===== src/rtl/assert_macros.svh =====
// Assertion macros shared by the tape reader link loader RTL.
// No dependencies; NO_ASSERTIONS removes every check.
`ifndef ASSERT_MACROS_SVH
`define ASSERT_MACROS_SVH
`ifndef NO_ASSERTIONS
`define TLR_ASSERT(lbl, clk, rstn, prop) \
    lbl: assert property (@(posedge clk) disable iff (!rstn) (prop)) \
        else $error("tlr assertion failed");
`define TLR_ASSERT_IMP(lbl, clk, rstn, ante, cons) \
    lbl: assert property (@(posedge clk) disable iff (!rstn) (ante) |-> (cons)) \
        else $error("tlr assertion failed");
`else
`define TLR_ASSERT(lbl, clk, rstn, prop)
`define TLR_ASSERT_IMP(lbl, clk, rstn, ante, cons)
`endif
`endif


===== src/rtl/tlr_pkg.sv =====
// Types, codes and constants of the tape reader link loader.
// No dependencies; used by every module of the block.
package tlr_pkg;

    // tape depth is a power of two; the pointer is taken modulo the depth
    localparam int TAPE_DEPTH = 65536;
    localparam int TAPE_AW    = $clog2(TAPE_DEPTH);
    typedef logic [TAPE_AW-1:0] t_addr;

    localparam int QDEPTH = 4;
    localparam int Q_AW   = $clog2(QDEPTH);
    localparam int Q_CW   = Q_AW + 1;

    typedef enum logic [2:0] {
        OP_LINK  = 3'd0,
        OP_RSEL  = 3'd1,
        OP_PSEL  = 3'd2,
        OP_ACT   = 3'd3,
        OP_PUNCH = 3'd4
    } t_op;

    typedef enum logic [2:0] {
        MODE_IDLE  = 3'd0,
        MODE_SKIP2 = 3'd1,
        MODE_LEN   = 3'd2,
        MODE_DATA  = 3'd3,
        MODE_SKIP1 = 3'd4
    } t_mode;

    localparam logic [7:0] CMD_LOAD_HDR = 8'h80;
    localparam logic [7:0] CMD_BLOCK    = 8'h81;
    localparam logic [7:0] CMD_REWIND   = 8'h82;
    localparam logic [7:0] CMD_ECHO_ON  = 8'h84;
    localparam logic [7:0] CMD_ECHO_OFF = 8'h85;
    localparam logic [7:0] CMD_ONLINE_A = 8'h88;
    localparam logic [7:0] CMD_ONLINE_B = 8'h89;
    localparam logic [7:0] CMD_FLAG     = 8'h8A;

    localparam logic [7:0] ACK_BYTE = 8'h81;
    localparam logic [7:0] ECHO_BIT = 8'h20;

    localparam logic [1:0] KIND_LINK  = 2'd0;
    localparam logic [1:0] KIND_READY = 2'd1;
    localparam logic [1:0] KIND_LINES = 2'd2;

    // slot 0: data lines, slot 1: READY low, slot 2: echo, slot 3: generic result
    typedef struct packed {
        logic [3:0] en;
        logic [4:0] code;
        logic [1:0] s3_kind;
        logic [7:0] s3_value;
    } t_cmd;

    function automatic t_addr ptr_addr(input logic [15:0] p);
        return t_addr'(p);
    endfunction

endpackage


===== src/rtl/tlr_queue.sv =====
// Short command queue between the front end and the result sequencer.
// Depends on tlr_pkg.
module tlr_queue import tlr_pkg::*; (
    input  logic            i_clk,
    input  logic            i_rst_n,
    input  logic            i_push,
    input  t_cmd            i_data,
    input  logic            i_pop,
    output t_cmd            o_head,
    output logic            o_empty,
    output logic [Q_CW-1:0] o_count
);

    t_cmd            r_mem [QDEPTH];
    logic [Q_AW-1:0] r_wr, r_rd;
    logic [Q_CW-1:0] r_count;

    always_ff @(posedge i_clk) begin
        if (!i_rst_n) begin
            r_wr    <= '0;
            r_rd    <= '0;
            r_count <= '0;
        end else begin
            if (i_push) begin
                r_wr <= r_wr + Q_AW'(1);
            end
            if (i_pop) begin
                r_rd <= r_rd + Q_AW'(1);
            end
            r_count <= r_count + Q_CW'(i_push) - Q_CW'(i_pop);
        end
    end

    always_ff @(posedge i_clk) begin
        if (i_push) begin
            r_mem[r_wr] <= i_data;
        end
    end

    assign o_head  = r_mem[r_rd];
    assign o_empty = (r_count == '0);
    assign o_count = r_count;

endmodule


===== config.mk =====
export PLATFORM = sky130hd
export DESIGN_NAME = tlr_queue
export DESIGN_NICKNAME = d
export VERILOG_FILES = /design/src/rtl/assert_macros.svh /design/src/rtl/tlr_pkg.sv /design/src/rtl/tlr_queue.sv
export SDC_FILE = /design/constraint.sdc
export NUM_CORES = 1
export LEC_CHECK = 0
export BUFFER_PORTS_ARGS = -buffer_cell sky130_fd_sc_hd__buf_2
export CORE_MARGIN = 10
export CORE_UTILIZATION = 35
export CTS_CLUSTER_SIZE = 10
export DETAILED_ROUTE_END_ITERATION = 16
export GPL_ROUTABILITY_DRIVEN = 0
export SLEW_MARGIN = 40
export SYNTH_ARGS = -nofsm -noshare
export SYNTH_HDL_FRONTEND = slang
export SYNTH_SLANG_ARGS = --single-unit

===== constraint.sdc =====
create_clock -name i_clk -period 2.3 [get_ports i_clk]
set_input_delay 0.46 -clock i_clk [delete_from_list [all_inputs] [get_ports i_clk]]
set_output_delay 0.46 -clock i_clk [all_outputs]
set_load 0.005 [all_outputs]

# --- Word-level counts from Yosys, hierarchy flattened ---
# Memory sizes are Yosys's and may differ from the RTL's. A register that Yosys moved wholly into a read port is not among the register bits.
# Index checks and enable logic that the tools add are counted.
# Widths: inputs -> output; s select.
word_totals:
  wordCells: 13
  ff_bits: 7
  mem_bits_rw: 76
  mem_count: 1
  in_bits: 23
op_classes:
  reduce_logical: 1
  n_addsub: 4
  mux: 4
mem_list:
  columns: ["memory", "words", "width", "read_ports", "rd_clocked_by_memory_dff", "wr", "line", "source"]
  rows:
  - ["r_mem", 4, 19, 1, 1, 1, "tlr_queue.sv:14", "t_cmd r_mem [QDEPTH];"]
op_table:
  columns: ["op", "count"]
  rows:
  - ["$add 2x1->2 const B", 2]
  - ["$mux 2", 2]
  - ["$add 3x1->3", 1]
  - ["$logic_not 3->1", 1]
  - ["$sub 3x1->3", 1]
  - ["$mux 1", 2]

# --- Depth between registers and ports, before layout ---
depth:
  ltp_word: 3
  depth_mapped: 7

# --- Worst setup path before layout ---
# Ideal clock, no wire load.
synth_timing:
  path_type: "input port to flip-flop"
  startpoint: "input i_pop"
  endpoint: "register r_count[2], in the netlist o_count[2]"
  path_slack_ps: 524
  stages: 6
  t_arrival_ps: 1711
  t_required_ps: 2236
  cell_sequence: "ha_1 inv_1 ha_1 fa_1 xor3_1 nor2_1"
synth_between:
  elab_chain_len: 1
synth_lines:
  columns: ["item", "line", "source"]
  rows:
  - ["start: declaration", "tlr_queue.sv:8", "input logic i_pop,"]
  - ["$sub 3x1->3", "tlr_queue.sv:30", "r_count <= r_count + Q_CW'(i_push) - Q_CW'(i_pop);"]
  - ["end signal: assignment", "tlr_queue.sv:30", null]
  - ["end: declaration", "tlr_queue.sv:16", "logic [Q_CW-1:0] r_count;"]
# No other way between the ends.
# A chain may end at the register's enable or synchronous reset.

==> summary.md <==
| Metric | Value |
|---|---|
| Core area | 8850 sq um |
| Synth Area in Compound Gates | 0.466% |
| # rows | 34 |
| ANT nets after route | 0 |
| Initial Utilization | a little over a third |
| Static Leakage | 1.36 nW |
| Fraction of registers with async set/reset | 0% |
| CTS root buffer | clkbuf_8 |
| Maxcap violations | 0 |
| WL/cell | ~18 microns |
| Critical Path End Type | output port |
| Max-slew headroom | 71.5% |
| Total number of vias | ~1,500 |
| Resized cells post-CTS | 0 |
| Outcome | complete, no violations |
| Clock Skew | 0.0119 ns |
| PD cells | 818 nW/um^2 |
| Yosys warns | 0 |
| Simple-gate share of the synthesized area | 2.14% |
| First-pass GRT wire length | between 8000 and 9000 microns |
| DR pass1 iterations | 4 |
| Drt total wl | around 5600 microns |
| Worst Path Required | 1.84 ns |
| Buf/Inv on CP | 2 |
| Synth Instances | 141 |
| IO Pins | 46 |
| Least-Margin Pin Slew | 0.427 ns |
| Post-synthesis sequential area ratio | 76.4% |
| H-tree levels | 3 |
| Clock buffer depth | 2 |
| Busiest layer in global routing | met2 |
| Final Setup Violations | 0 |
| Vias in the first global route | 1,635 |
| Hold WC Path Type | in -> reg |
| NumNets Final | 230 |
| Post-synthesis area per instance | 22.8 sq um |
| Post-DR vias/cell | about 4.7 |
| Largest net degree at the start of global routing | 20 |
| GRT Util Overall | 8.72% |
| Synthesized area | 3220 sq um |
| CTS Hold Bufs | 0 |
| Critical path cell sequence | buf_4 -> mux4_1 -> buf_2 |
| Post-synth EDFFs | 76 |
| Crit path DAT | 1.69 ns |
| CTS tree | built |
| Syn-to-layout area delta | 18.8% |
| CP max stage delay | 0.60 ns |
| Maximum fanout along the worst path | 11 |
| RSZ-0062 raised after global routing | no |
| Type of element launching the critical path | register |
| Cell variety after synth | 19 |
| Filler cells | 784 |
| Maximum vdd drop | between 0.4 and 0.5 mV |
| ANT cells | 0 |
| Pwr Total | 3.13 mW |
| Final period util | 93.4% |
| Mux share of post-synthesis cell area | 14.6% |
| DRT iter0 DRCs | 81 |
| CTS Sinks | 85 |
| Share of cells above drive strength 1 | 38.5% |
| GR Layer Usage met1 | 9.96% |
| GR Util met3 | 3.31% |
| Initial antenna violation count | 0 |
| Final Hold Vio Count | 0 |
| Main combinational cell family by area after synthesis | multiplexers |
| DIE WIDTH | 116 microns |
| Tmin final | about 2.1 ns |
| Grt ovf | 0 |
| Clock edge transition at the registers on the reported setup and hold paths | 0.09 ns |
| Synth Flop Type | edfxtp_1 |
| Adder-Cell Fraction of Synth Area | 2.95% |
| Worst skew pair latency | 0.35 ns |
| Post-CTS setup buffers | 0 |
| Die ar. | 13,400 sq um |
| Slew Limit Fails | 0 |
| GRT met2 Usage | 14.0% |
| #FFs+latches synth | 85 |
| Post-DP HPWL | 3810 microns |
| CTS Buf Count | 9 |
| Die H | 116 microns |
| Residual DRC count | 0 |
| Crit-path leading delay family | multiplexers |
| Worst setup path category | reg -> out |
| Setup TNS | 0 ns |
| Syn Nets | 171 |
| Most frequent cells in the layout | 76 x edfxtp_1, 45 x buf_2, 10 x mux4_2 |
| CP max stage cell | mux4_1 |
| FMAX | 465 MHz |
| Commonest non-fill, non-tap cell in the layout | edfxtp_1 |
| Number of I/O port buffers | 45 |
| Xor and xnor fraction of the mapped netlist area | under 10% |
## synthesized netlist by cell type, types with 2 or more instances
cell type	n	area [sq um]
edfxtp_1	76	2280
mux4_2	10	225
dfxtp_1	9	180
mux4_1	9	236
inv_1	7	26.3
and2_1	6	37.5
ha_1	6	75.1
nor2_1	5	18.8
buf_2	2	10.0
xnor2_1	2	17.5
## layer usage
metal | share of wire (%) | wire length (microns) | up-vias
li1 | - | - | 687
met1 | 43 | 2420 | 736
met2 | 49 | 2740 | 34
met3 | 6.2 | 344 | 5
met4 | 1.1 | 59 | 0
met5 | 0 | 0 | -
## power breakdown
group          internal [mW]  switching, mW  total (mW)
sequential              1.77         0.0314        1.80
clock                  0.407          0.545       0.952
combinational          0.204          0.173       0.377
total                   2.38          0.749        3.13
## cells by family after synthesis
kind of cell | Yosys count
compound gates | 2
xor+xnor | 3
fa+ha+maj | 7
buf+inv | 11
flops | 85
mux | 20
simple gates | 13
## path summary, 6_finish.rpt
check        slack [ns]     endpoint  cells after the start        from
min                0.33  r_mem[1][5]                      1   i_data[5]
max reg2reg        0.53   o_count[2]                      7  o_count[0]
min reg2reg        0.56      r_rd[1]                      2     r_rd[0]
max                0.15    o_head[3]                      3    register
## state kept, by name, summed over array words and instances (netlist names), named ones only
name,count
o_count,3
r_rd,2
r_wr,2
r_mem,76
## through the flow
step,hold WS [ns],utilization (%),instances,area [sq um],worst slack (ns)
6_report,0.328,43.2,313,3830,0.151
3_5_place_dp,0.546,41.2,297,3640,0.328
4_1_cts,0.305,43.2,313,3830,0.115
2_1_floorplan,0.499,-,141,3220,0.524
3_3_place_gp,0.531,41.2,297,3640,0.353
5_1_grt,0.297,43.2,313,3830,0.0372
## cell type report
class	count	area, sq um	share of cell area (%)
clock buffers	9	124	3.24
clock inverters	7	58.8	1.54
inverters	7	26.3	0.687
multi-input cells	45	692	18.1
flip-flops and latches	85	2460	64.4
well taps	108	135	3.53
repair buffers	52	328	8.57
Power figures use the tool's default switching activity.
