## src/rtl/assert_macros.svh

```systemverilog
// Assertion macros shared by the tape reader link loader RTL.
// No dependencies; NO_ASSERTIONS removes every check.
`ifndef ASSERT_MACROS_SVH
`define ASSERT_MACROS_SVH
`ifndef NO_ASSERTIONS
`define TLR_ASSERT(lbl, clk, rstn, prop) \
    lbl: assert property (@(posedge clk) disable iff (!rstn) (prop)) \
        else $error("tlr assertion failed");
`define TLR_ASSERT_IMP(lbl, clk, rstn, ante, cons) \
    lbl: assert property (@(posedge clk) disable iff (!rstn) (ante) |-> (cons)) \
        else $error("tlr assertion failed");
`else
`define TLR_ASSERT(lbl, clk, rstn, prop)
`define TLR_ASSERT_IMP(lbl, clk, rstn, ante, cons)
`endif
`endif

```

## src/rtl/tlr_pkg.sv

```systemverilog
// Types, codes and constants of the tape reader link loader.
// No dependencies; used by every module of the block.
package tlr_pkg;

    // tape depth is a power of two; the pointer is taken modulo the depth
    localparam int TAPE_DEPTH = 65536;
    localparam int TAPE_AW    = $clog2(TAPE_DEPTH);
    typedef logic [TAPE_AW-1:0] t_addr;

    localparam int QDEPTH = 4;
    localparam int Q_AW   = $clog2(QDEPTH);
    localparam int Q_CW   = Q_AW + 1;

    typedef enum logic [2:0] {
        OP_LINK  = 3'd0,
        OP_RSEL  = 3'd1,
        OP_PSEL  = 3'd2,
        OP_ACT   = 3'd3,
        OP_PUNCH = 3'd4
    } t_op;

    typedef enum logic [2:0] {
        MODE_IDLE  = 3'd0,
        MODE_SKIP2 = 3'd1,
        MODE_LEN   = 3'd2,
        MODE_DATA  = 3'd3,
        MODE_SKIP1 = 3'd4
    } t_mode;

    localparam logic [7:0] CMD_LOAD_HDR = 8'h80;
    localparam logic [7:0] CMD_BLOCK    = 8'h81;
    localparam logic [7:0] CMD_REWIND   = 8'h82;
    localparam logic [7:0] CMD_ECHO_ON  = 8'h84;
    localparam logic [7:0] CMD_ECHO_OFF = 8'h85;
    localparam logic [7:0] CMD_ONLINE_A = 8'h88;
    localparam logic [7:0] CMD_ONLINE_B = 8'h89;
    localparam logic [7:0] CMD_FLAG     = 8'h8A;

    localparam logic [7:0] ACK_BYTE = 8'h81;
    localparam logic [7:0] ECHO_BIT = 8'h20;

    localparam logic [1:0] KIND_LINK  = 2'd0;
    localparam logic [1:0] KIND_READY = 2'd1;
    localparam logic [1:0] KIND_LINES = 2'd2;

    // slot 0: data lines, slot 1: READY low, slot 2: echo, slot 3: generic result
    typedef struct packed {
        logic [3:0] en;
        logic [4:0] code;
        logic [1:0] s3_kind;
        logic [7:0] s3_value;
    } t_cmd;

    function automatic t_addr ptr_addr(input logic [15:0] p);
        return t_addr'(p);
    endfunction

endpackage

```

## src/rtl/tlr_back.sv

```systemverilog
// Result sequencer: expands one queued command into its results, one per cycle
// while the output register is free. Depends on tlr_pkg, assert_macros.svh.
`include "assert_macros.svh"
module tlr_back import tlr_pkg::*; (
    input  logic       i_clk,
    input  logic       i_rst_n,
    input  t_cmd       i_head,
    input  logic       i_q_empty,
    output logic       o_q_pop,
    input  logic       i_pop,
    output logic       o_empty,
    output logic [1:0] o_kind,
    output logic [7:0] o_value_res,
    output logic       o_last
);

    logic [3:0] r_taken;
    logic       r_out_valid;
    logic [1:0] r_kind;
    logic [7:0] r_value;
    logic       r_last;

    logic [3:0] remaining;
    logic [3:0] cur;
    logic       last;
    logic       emit;
    logic [1:0] kind;
    logic [7:0] value;

    assign remaining = i_head.en & ~r_taken;
    assign cur       = remaining & (~remaining + 4'd1);
    assign last      = (remaining & ~cur) == 4'd0;
    assign emit      = !i_q_empty && (!r_out_valid || i_pop);
    assign o_q_pop   = emit && last;

    always_comb begin
        case (cur)
            4'b0001: begin
                kind  = KIND_LINES;
                value = {3'd0, i_head.code};
            end
            4'b0010: begin
                kind  = KIND_READY;
                value = 8'd0;
            end
            4'b0100: begin
                kind  = KIND_LINK;
                value = {3'd0, i_head.code} | ECHO_BIT;
            end
            default: begin
                kind  = i_head.s3_kind;
                value = i_head.s3_value;
            end
        endcase
    end

    always_ff @(posedge i_clk) begin
        if (!i_rst_n) begin
            r_taken     <= '0;
            r_out_valid <= 1'b0;
        end else begin
            if (emit) begin
                r_taken     <= last ? 4'd0 : (r_taken | cur);
                r_out_valid <= 1'b1;
            end else if (i_pop) begin
                r_out_valid <= 1'b0;
            end
        end
    end

    always_ff @(posedge i_clk) begin
        if (emit) begin
            r_kind  <= kind;
            r_value <= value;
            r_last  <= last;
        end
    end

    assign o_empty     = !r_out_valid;
    assign o_kind      = r_kind;
    assign o_value_res = r_value;
    assign o_last      = r_last;

    `TLR_ASSERT_IMP(a_taken_clear, i_clk, i_rst_n, i_q_empty, r_taken == 4'd0)
    `TLR_ASSERT_IMP(a_cmd_nonempty, i_clk, i_rst_n, !i_q_empty, remaining != 4'd0)
    `TLR_ASSERT_IMP(a_one_slot, i_clk, i_rst_n, emit, $onehot(cur))

endmodule

```

## config.mk

```make
export PLATFORM = sky130hd
export DESIGN_NAME = tlr_back
export DESIGN_NICKNAME = d
export VERILOG_FILES = /design/src/rtl/tlr_pkg.sv /design/src/rtl/tlr_back.sv
export VERILOG_INCLUDE_DIRS = /design/src /design/src/rtl
export SDC_FILE = /design/constraint.sdc
export NUM_CORES = 1
export LEC_CHECK = 0
export ABC_AREA = 1
export ABC_CLOCK_PERIOD_IN_PS = 1220
export BUFFER_PORTS_ARGS = -buffer_cell sky130_fd_sc_hd__clkbuf_2
export CAP_MARGIN = 20
export CORE_UTILIZATION = 39
export CTS_CLUSTER_DIAMETER = 120
export DETAILED_ROUTE_END_ITERATION = 8
export PLACE_DENSITY_LB_ADDON = 0.05
export SYNTH_ARGS = -nofsm -noshare
export SYNTH_HDL_FRONTEND = slang
export SYNTH_SLANG_ARGS = --single-unit
```

## constraint.sdc

```tcl
create_clock -name i_clk -period 1.22 [get_ports i_clk]
set_clock_uncertainty 0.2 [all_clocks]
set_input_delay 0.183 -clock i_clk [delete_from_list [all_inputs] [get_ports i_clk]]
set_output_delay 0.183 -clock i_clk [all_outputs]
set_load 0.1 [all_outputs]
```

After elaboration in Yosys (flattened, before gate mapping)
Cells that the tools add are included.
{ "totals": {"reg_bits": 16, "inputBits": 23, "output_inout_bits": 13, "elab_cells": 28} }
{ "classes": {"add_sub_neg": 1, "n_eq_ne": 3, "mux": 5, "bitwise": 7, "n_reduce_logical": 7} }
{ "op_table": {"columns": ["operator", "count"], "rows": [
  ["$pmux 8 s3", 1],
  ["$and 4x4->4", 3],
  ["$not 4->4", 3],
  ["$pmux 2 s3", 1],
  ["$add 4x1->4 const B", 1],
  ["$eq 4x1->1 const B", 1],
  ["$eq 4x2->1 const B", 1],
  ["$eq 4x3->1 const B", 1],
  ["$logic_not 4->1", 1],
  ["$mux 4", 1],
  ["$or 4x4->4", 1],
  ["$logic_and 1x1->1", 2],
  ["$logic_not 1->1", 2],
  ["$mux 1", 2],
  ["$reduce_bool 2->1", 1],
  ["$logic_or 1x1->1", 1]
]} }

Logic depth before layout (Yosys ltp)
{ "depth": {"word_depth": 9, "depth_mapped": 8, "mapped_depth_nobuf": 8} }

Worst setup path after synthesis
Ideal clock, no wire load.
{ "synth_path": {"kind": "register -> register", "start": "register r_taken[1]", "end": "register r_taken[2]", "setup_ps": 143, "arrival_time_ps": 1295, "required_ps": 877, "path_slack_ps": -418, "stages_incl_launch_ff": 8, "n_path_buf": 0, "period_less_slack_ps": 1638, "path_cell_list": "dfxtp_1 inv_2 nand2_4 nand2_1 a21oi_2 nand2_2 nor2_4 nor2_1"} }
{ "synth_between": {"elab_chain_cells": 9, "word_cells_on_any_way": 10, "cone_classes": "add/sub (1); mux (1); bitwise (7); reduce/logical (1)"} }
{ "synth_lines": {"columns": ["element", "line_no", "source"], "rows": [
  ["start, declared", "tlr_back.sv:17", "logic [3:0] r_taken;"],
  ["start signal, assigned", "tlr_back.sv:63", "r_taken <= last ? 4'd0 : (r_taken | cur);"],
  ["$not 4->4 (*)", "tlr_back.sv:30", "assign remaining = i_head.en & ~r_taken;"],
  ["$and 4x4->4 (*)", "tlr_back.sv:30", null],
  ["$not 4->4", "tlr_back.sv:31", "assign cur = remaining & (~remaining + 4'd1);"],
  ["$add 4x1->4", "tlr_back.sv:31", null],
  ["$and 4x4->4", "tlr_back.sv:31", null],
  ["$not 4->4", "tlr_back.sv:32", "assign last = (remaining & ~cur) == 4'd0;"],
  ["$and 4x4->4", "tlr_back.sv:32", null],
  ["$logic_not 4->1", "tlr_back.sv:32", null],
  ["$mux 4 (*)", "tlr_back.sv:63", null]
]} }
Every way passes the cells marked *; elsewhere a longest branch is shown, timed or not.
A chain may end at the register's enable or synchronous reset.

Worst setup path in the final report
{ "layout_path": {"start": "register r_taken[1]", "end": "output port o_q_pop"} }
{ "layout_between": {"elab_chain_cells": 9} }
{ "layout_lines": {"columns": ["element", "line_no", "source"], "rows": [
  ["$not 4->4 (*)", "tlr_back.sv:30", null],
  ["$and 4x4->4 (*)", "tlr_back.sv:30", null],
  ["$not 4->4", "tlr_back.sv:31", null],
  ["$add 4x1->4", "tlr_back.sv:31", null],
  ["$and 4x4->4", "tlr_back.sv:31", null],
  ["$not 4->4", "tlr_back.sv:32", null],
  ["$and 4x4->4 (*)", "tlr_back.sv:32", null],
  ["$logic_not 4->1 (*)", "tlr_back.sv:32", null],
  ["$logic_and 1x1->1 (*)", "tlr_back.sv:34", "assign o_q_pop = emit && last;"],
  ["end, declared", "tlr_back.sv:9", "output logic o_q_pop,"]
]} }
Marks and branches as above.

==> flow_metrics.py <==
metrics = {
    "outcome": {
        "status": "finished with violations",
        "violations": "negative setup slack",
    },
    "clock_tree": {
        "cts_max_path_buffers": 2,
        "clock_sinks": 16,
        "path_clk_slew_ns": 0.10,
        "numCtsBuffers": 3,
        "h-tree-depth": 1,
        "cts_root_buf": "clkbuf_4",
        "clk_latency_ns": 0.29,
        "cts_tree": "yes",
    },
    "layout": {
        "fillers": 59,
        "regArea_um2": 438,
        "layout_commonest_cell": "clkbuf_2",
        "layout_common_cells": "clkbuf_2 (22), nand2_1 (18), buf_6 (17)",
        "fin_nets": 190,
        "multi_input_area_um2": 368,
        "antenna_cells": 0,
        "fin_util_pct": 93.8,
        "fin_area_um2": 1690,
        "area_growth_pct": 117,
        "drive_gt1_share_pct": 61.4,
        "final_cells": 191,
    },
    "grt": {
        "grt_max_degree": 10,
        "grt_antenna_before_repair": 0,
        "grt_first_pass_wirelength_um": 3150,
        "grt_usage_pct": 21.4,
        "overflow": 0,
        "grt_pass1_vias": 808,
    },
    "yosys": {
        "syn_area_um2": 779,
        "synth.distinct_cells": 16,
        "synth_warnings": 0,
        "seq_area_frac_synth_pct": 55.2,
        "synth_seq_cells": 16,
        "syn_nets": 113,
        "avgSynthCellArea_um2": 8.66,
        "synth_cells": 90,
    },
    "sta": {
        "timing.final.crit_share_pct": 147,
        "tightest_slew_ns": 0.222,
        "relSlewSlack_pct": 85.2,
        "fin_crit_ns": 1.80,
        "fmax_mhz": 556,
        "report.final.setup_viol": 39,
        "grt_setup_unrepaired": "true",
        "hold_viol_final": 0,
        "fin_ws_ns": -0.577,
        "maxSlewViolCount": 0,
        "holdWs_ns": 0.0131,
    },
    "floorplanning": {
        "io_pins": 36,
        "core_area_um2": 1800,
        "die_y_um": 46.7,
        "row_count": 15,
        "die_w_um": 46.7,
        "start_util_pct": 43.3,
        "die_area_um2": 2180,
    },
    "power_and_ir_drop": {
        "p_per_area_nw_per_um2": 1060,
        "irDropWorstVdd_mv": 0.900,
        "power_mw": 1.79,
        "p_leak_nw": 0.799,
    },
    "detailed_routing": {
        "drc": 0,
        "drtIter0Drc": 40,
        "vias_per_cell": 5.16,
        "wl_met2_um": 1770,
        "wirelength_um": 3460,
        "m1WireLength_um": 1230,
        "wire_per_inst_um": 18.1,
        "num_vias": 986,
        "drtPass1Iterations": 4,
        "top_layer_used": "met4",
        "dr_wl_met3_um": 287,
        "postRouteAntennaNets": 0,
    },
    "placed_design": {
        "dpl_cell_area_um2": 1300,
        "dp_cells": 163,
        "io_buffers": 35,
        "place.gp.congestion": 0.726,
        "dp_hpwl_um": 1400,
    },
    "flow_run": {
        "drv_cap": 0,
    },
    "worst_hold_path": {
        "min_path_type": "input port to flip-flop",
    },
    "setup_path": {
        "required_ns": 0.84,
        "arrival_ns": 1.41,
        "cp_max_fo": 4,
        "worstSetupPathType": "flip-flop to primary output",
        "end_kind": "primary output",
        "worstSetupStartpointType": "flip-flop",
    },
}
-- stage by stage --
step           TNS (ns)  setup WS, ns
2_1_floorplan     -2.21        -0.397
3_3_place_gp      -1.15        -0.195
3_5_place_dp      -1.57        -0.216
4_1_cts           -4.89        -0.523
5_1_grt           -9.02        -0.610
6_report          -7.89        -0.577
-- report_power, final --
group / switching, mW / internal (mW) / total [mW]
combinational: 0.485 / 0.337 / 0.822
clock: 0.174 / 0.127 / 0.301
sequential: 0.0327 / 0.631 / 0.663
total: 0.691 / 1.10 / 1.79
-- layer usage --
metal	up-vias	global-route usage, %
met5	-	0
met4	0	14.3
met3	20	5.88
met2	77	38.6
met1	453	21.2
li1	436	-
-- critical path, stage by stage (launching register included) --
cell and delay [ns]:
dfxtp_2 0.34, inv_2 0.05, nand2_4 0.11, nand2_4 0.07, a21oi_4 0.13, nand2_2 0.10, nor2_4 0.14, buf_12 0.19
-- timing repair --
item                                    in CTS  in global routing
hold buffers                                10                  1
pin swaps                                    3                 13
endpoints found under the setup margin      36                 39
hold endpoints to repair                    11                  2
setup buffers                                5                  8
gates resized for setup                     24                 26
-- worst paths after layout --
check,from,endpoint,slack [ns],cells past startpoint
worst min register to register,r_out_valid$_SDFFE_PN0P_,r_out_valid$_SDFFE_PN0P_,0.36,2
worst max-delay path,r_taken[1]$_SDFFE_PN0P_,o_q_pop,-0.58,7
worst min-delay path,i_pop,r_out_valid$_SDFFE_PN0P_,0.01,4
worst max register to register,r_taken[0]$_SDFFE_PN0P_,r_taken[2]$_SDFFE_PN0P_,-0.57,12
-- synth_stat cells --
cell	count	area (µm²)
inv_1	15	56.3
nand2_1	23	86.3
nand2_2	4	25.0
a21oi_2	1	8.76
nor2_1	10	37.5
edfxtp_1	11	330
nor2_2	1	6.26
nand3_1	2	10.0
o21ai_0	7	35.0
dfxtp_1	5	100
a21oi_1	4	20.0
nor2_4	1	11.3
inv_2	2	7.51
nand2_4	2	22.5
clkinv_2	1	5.00
nand3_4	1	17.5
-- logic make-up (layout without fill, tap and decap cells) --
logic type,after synthesis,in the layout,synth area share [%]
and+or+nand+nor,44,44,27.8
AOI/OAI and AO/OA,12,12,8.19
DFF,16,16,55.2
buffers and inverters,18,94,8.83
-- registers in the layout (all words and copies together), names as in the netlist --
name and cells:
o_last 1, r_out_valid 1, r_taken 4, o_value_res 8, o_kind 2
-- area by class of cell --
cell class,instances,share of cell area [%]
clock buffers,4,1.55
inverters,18,5.18
multi-input cells,56,21.8
flip-flops and latches,16,25.9
well taps,25,1.85
repair buffers,72,43.7
Power figures use the tool's default switching activity.
